<file path="src/sv/atab_pkg.sv">
// atab_pkg: shared types and constants for the address tuple table.
// Used by atab_ctrl, atab_dp and address_tuple_table; no dependencies.
package atab_pkg;

  localparam int TABLE_DEPTH = 256;
  localparam int ADDR_W      = $clog2(TABLE_DEPTH);
  localparam int CNT_W       = $clog2(TABLE_DEPTH + 1);
  localparam int FIELD_W     = 16;
  localparam int OUT_W       = 9;
  localparam int SREG_W      = 15;

  localparam logic signed [FIELD_W-1:0] SCALE_STACK = -16'sd1;

  typedef enum logic [1:0] {
    CMD_FIND  = 2'd0,
    CMD_ADD   = 2'd1,
    CMD_CLEAN = 2'd2,
    CMD_FIX   = 2'd3
  } cmd_e;

  typedef struct packed {
    cmd_e                      cmd;
    logic signed [FIELD_W-1:0] base_field;
    logic signed [FIELD_W-1:0] index_field;
    logic signed [FIELD_W-1:0] scale_field;
    logic signed [FIELD_W-1:0] offset_field;
    logic signed [FIELD_W-1:0] distance;
  } item_t;

  typedef struct packed {
    logic [OUT_W-1:0] position;
    logic             status;
    logic [OUT_W-1:0] entry_count;
  } result_t;

  typedef struct packed {
    logic signed [FIELD_W-1:0] base;
    logic signed [FIELD_W-1:0] index;
    logic signed [FIELD_W-1:0] scale;
    logic signed [FIELD_W-1:0] offset;
  } tuple_t;

  localparam int TUPLE_W = $bits(tuple_t);

  // controller -> datapath
  typedef struct packed {
    logic load;      // latch the accepted beat, clear walk counters
    logic do_add;    // append (or refuse) the latched tuple
    logic issue;     // read entry at walk pointer, advance it
    logic proc;      // read data of previous issue is valid
    logic end_walk;  // walk over: commit new count for clean
    logic out_load;  // load the result register
  } ctl_t;

  // datapath -> controller
  typedef struct packed {
    logic is_add;
    logic more;      // walk pointer still below count
    logic found;     // find has its answer
  } st_t;

endpackage

</file>
<file path="src/sv/atab_ctrl.sv">
// atab_ctrl: command sequencer for the address tuple table.
// Depends on atab_pkg (ctl_t, st_t).
module atab_ctrl (
  input  logic           clk,
  input  logic           rst,
  input  logic           item_valid,
  output logic           item_stall,
  output logic           result_valid,
  input  logic           result_stall,
  input  atab_pkg::st_t  st,
  output atab_pkg::ctl_t ctl
);
  import atab_pkg::*;

  typedef enum logic [1:0] {
    S_IDLE,
    S_WALK,
    S_FIN
  } state_t;

  state_t state, state_next;
  logic   rd_v;
  logic   walk_done;

  assign item_stall = (state != S_IDLE);
  assign walk_done  = (!st.more && !rd_v) || st.found;

  always_comb begin
    ctl        = '0;
    state_next = state;
    case (state)
      S_IDLE: begin
        if (item_valid) begin
          ctl.load   = 1'b1;
          state_next = S_WALK;
        end
      end
      S_WALK: begin
        if (st.is_add) begin
          ctl.do_add = 1'b1;
          state_next = S_FIN;
        end else begin
          ctl.issue = st.more;
          ctl.proc  = rd_v;
          if (walk_done) begin
            ctl.end_walk = 1'b1;
            state_next   = S_FIN;
          end
        end
      end
      S_FIN: begin
        if (!result_valid || !result_stall) begin
          ctl.out_load = 1'b1;
          state_next   = S_IDLE;
        end
      end
      default: state_next = S_IDLE;
    endcase
  end

  always_ff @(posedge clk) begin
    if (rst) begin
      state        <= S_IDLE;
      rd_v         <= 1'b0;
      result_valid <= 1'b0;
    end else begin
      state <= state_next;
      rd_v  <= ctl.issue && (state_next == S_WALK);
      if (ctl.out_load) begin
        result_valid <= 1'b1;
      end else if (!result_stall) begin
        result_valid <= 1'b0;
      end
    end
  end

endmodule

</file>
<file path="config.mk">
export PLATFORM = sky130hd
export DESIGN_NAME = atab_ctrl
export DESIGN_NICKNAME = d
export VERILOG_FILES = /design/src/sv/atab_pkg.sv /design/src/sv/atab_ctrl.sv
export SDC_FILE = /design/constraint.sdc
export NUM_CORES = 1
export LEC_CHECK = 0
export ABC_AREA = 0
export ABC_CLOCK_PERIOD_IN_PS = 1100
export BUFFER_PORTS_ARGS = -buffer_cell sky130_fd_sc_hd__buf_2
export CORE_AREA = 2 2 39 41
export CTS_BUF_LIST = sky130_fd_sc_hd__clkbuf_4 sky130_fd_sc_hd__clkbuf_8 sky130_fd_sc_hd__clkbuf_16
export DETAILED_ROUTE_END_ITERATION = 12
export DIE_AREA = 0 0 41 43
export PLACE_DENSITY = 0.42
export SLEW_MARGIN = 30
export SYNTH_ARGS = -nofsm -noshare
export SYNTH_HDL_FRONTEND = slang
export SYNTH_SLANG_ARGS = --single-unit
</file>
<file path="constraint.sdc">
create_clock -name clk -period 1.1 [get_ports clk]
set_input_delay 0.11 -clock clk [delete_from_list [all_inputs] [get_ports clk]]
set_output_delay 0.11 -clock clk [all_outputs]
set_load 0.03 [all_outputs]
</file>
==> results.cfg <==
[global_routing]
top_usage_layer = met2
grt_max_degree = 7
use_met3 = 0.0157
grt_pass1_vias = 242
met2_usage = 0.131
grt_use_met1 = 0.0707
grt_util_all_layers = 0.0793
grt_pass1_wl_um = 903
grt_overflow_total = 0
antenna_found_initial = 0

[sta]
period_minus_slack_ps = 1200
rsz0062_at_grt = yes
finalSetupViolations = 6
worst_pin_slew_ps = 241
setup_slack_ps = -102
fmax_mhz = 832
slew_violations = 0
period_share = 1.09
finalHoldViolCount = 0
skew_ps = 0.231
max_slew_margin = 0.838

[route]
via_per_inst = 4.19
final_antenna_net_count = 0
first_iter_violations = 1
dr.pass1.iters = 2
drt_drc_violations_left = 0
vias = 243
postRouteWirelength_um = 553
wl_per_cell_um = 9.53

[clock_tree]
clock_sinks = 4
insertion_delay_ps = 230
clock_path_buffers = 2
clkTransAtPathRegs_ps = 40
cts_tree = built
root_buffer = clkbuf_4
cts_buffers = 3
htree_levels = 1
holdBufCountCts = 0

[floorplanning]
pin_count = 15
coreArea_um2 = 1380
die_x_um = 41
rows = 14
initial_utilization = 0.153
fp.dieH_um = 43
die-area_um2 = 1760

[finish]
instances_no_fill = 58
syn2layout_area_growth_pct = 91.7
diodes = 0
fin_util = 0.293
fillers = 153
drive_gt1_frac = 0.690
nets = 51

[min_path]
min_path_type = input pin to flop

[logic_synthesis]
synth.area.top_cells = dfxtp_1 38%, nor3b_2 12%, and2_2 7.1%
synth_top_family_by_area = simple AND/OR/NAND/NOR gates
synth-seq-area-share = 0.379
ys_ff_latch = 4
synth_nets = 31
synth_mux_area_frac = 0
synth-simple-area-share = 0.438
synth_fa_ha_area_frac = 0
synth_area_um2 = 211
syn_inst = 24
yosysTopAreaCell = dfxtp_1
ys_warn_count = 0
synth_compound_area_frac = 0.166
synth_xor_area_frac = 0
synth_top_area_share = 0.379
syn_avg_cell_area_um2 = 8.81
netlist-cell-type-count = 15

[placement]
routabilityCongestion = 0.599
dp.cells = 54
place_hpwl_um = 401
portBuffers = 14
dp_slack_ps = 13.2

[status]
status = complete, but fails checks
violations = setup timing

[power]
design_power_total_mw = 0.455
vdd_drop_max_mv = 0.365
power_leakage_nw = 0.177
power.density_nw_per_um2 = 1120

[setup_path]
worstSetupPathType = flop to output port
critPathCaptureType = output port
worst_ep_required_time_ps = 990
worstPathArrival_ps = 1090
worst-path-max-fanout = 5
cp-start-kind = flop

[flow_run]
cap_viol_max_count = 0
[cells in the final DEF (no fill, tap or decap), types with 2 or more instances in the layout]
cell	count
and2_4	2
buf_2	7
buf_6	7
clkbuf_4	3
dfxtp_1	2
dfxtp_4	2
nand2_1	2
nor2_1	2
[worst paths after layout]
kind / start / to / slack [ps] / cells after the start
setup / recovery: state[0]$_SDFF_PP0_ / ctl[3] / -100 / 3
hold / removal: st[0] / rd_v$_SDFF_PP0_ / 80 / 2
setup reg to reg: state[0]$_SDFF_PP0_ / rd_v$_SDFF_PP0_ / 150 / 3
hold reg to reg: result_valid$_SDFFE_PP0P_ / result_valid$_SDFFE_PP0P_ / 530 / 2
[worst max-delay path, cell delays in order (launching register included)]
cell and delay (ps):
dfxtp_4 360, nor3b_4 210, and2_4 170, buf_6 120
[per-layer routing]
layer,up-vias,part of all wire,wire [µm]
met5,-,0,0
met3,0,0.031,17
met2,4,0.64,352
met1,115,0.33,183
li1,124,-,-
met4,0,0,0
[cell usage after synthesis]
cell      n
o32ai_1   1
a31o_2    1
a21oi_1   2
nand2b_1  1
nor4_1    1
and2_2    2
nor3b_2   2
dfxtp_1   4
inv_1     1
nor3_1    1
o21a_1    1
nor2_1    3
nand2_1   2
or2_2     1
and3b_2   1
[registers in the layout, indices dropped and copies added (netlist names)]
signal	count
rd_v	1
state	2
result_valid	1
[final cells by class]
class	count	area, µm²	area share
Tap cell	16	20.0	0.0494
Clock buffer	3	22.5	0.0556
Timing Repair Buffer	15	121	0.299
Multi-Input combinational cell	19	150	0.370
Sequential cell	4	87.6	0.216
Inverter	1	3.75	0.00926
[metrics by stage]
| step | hold WS [ps] | TNS, ps | cell area (µm²) |
|---|---|---|---|
| after global placement | 322 | 0 | 309 |
| final | 84.7 | -450 | 405 |
| after global routing | 78.6 | -775 | 405 |
| after CTS | 74.7 | -534 | 398 |
| after floorplan | 179 | 0 | 219 |
| after detailed placement | 321 | 0 | 309 |
[kinds of logic (layout without fill, tap and decap cells)]
family | count (synthesis) | count (layout)
flip-flops | 4 | 4
AO/OA/AOI/OAI | 5 | 5
AND/OR/NAND/NOR | 14 | 14
buffers and inverters | 1 | 19
[power by group]
| group | leakage, nW | switching, mW | internal (mW) |
|---|---|---|---|
| Combinational | 0.129 | 0.0633 | 0.0576 |
| Clock | 0.0138 | 0.0540 | 0.122 |
| Sequential | 0.0340 | 0.00759 | 0.150 |
[timing repair]
item	4_1_cts	5_1_grt
gates resized for setup	21	2
endpoints found under the hold margin	0	0
endpoints found under the setup margin	7	7
gates cloned	0	0
buffers inserted	1	0
pin swaps	3	2
No activity file was read; power rests on OpenSTA's default activity.
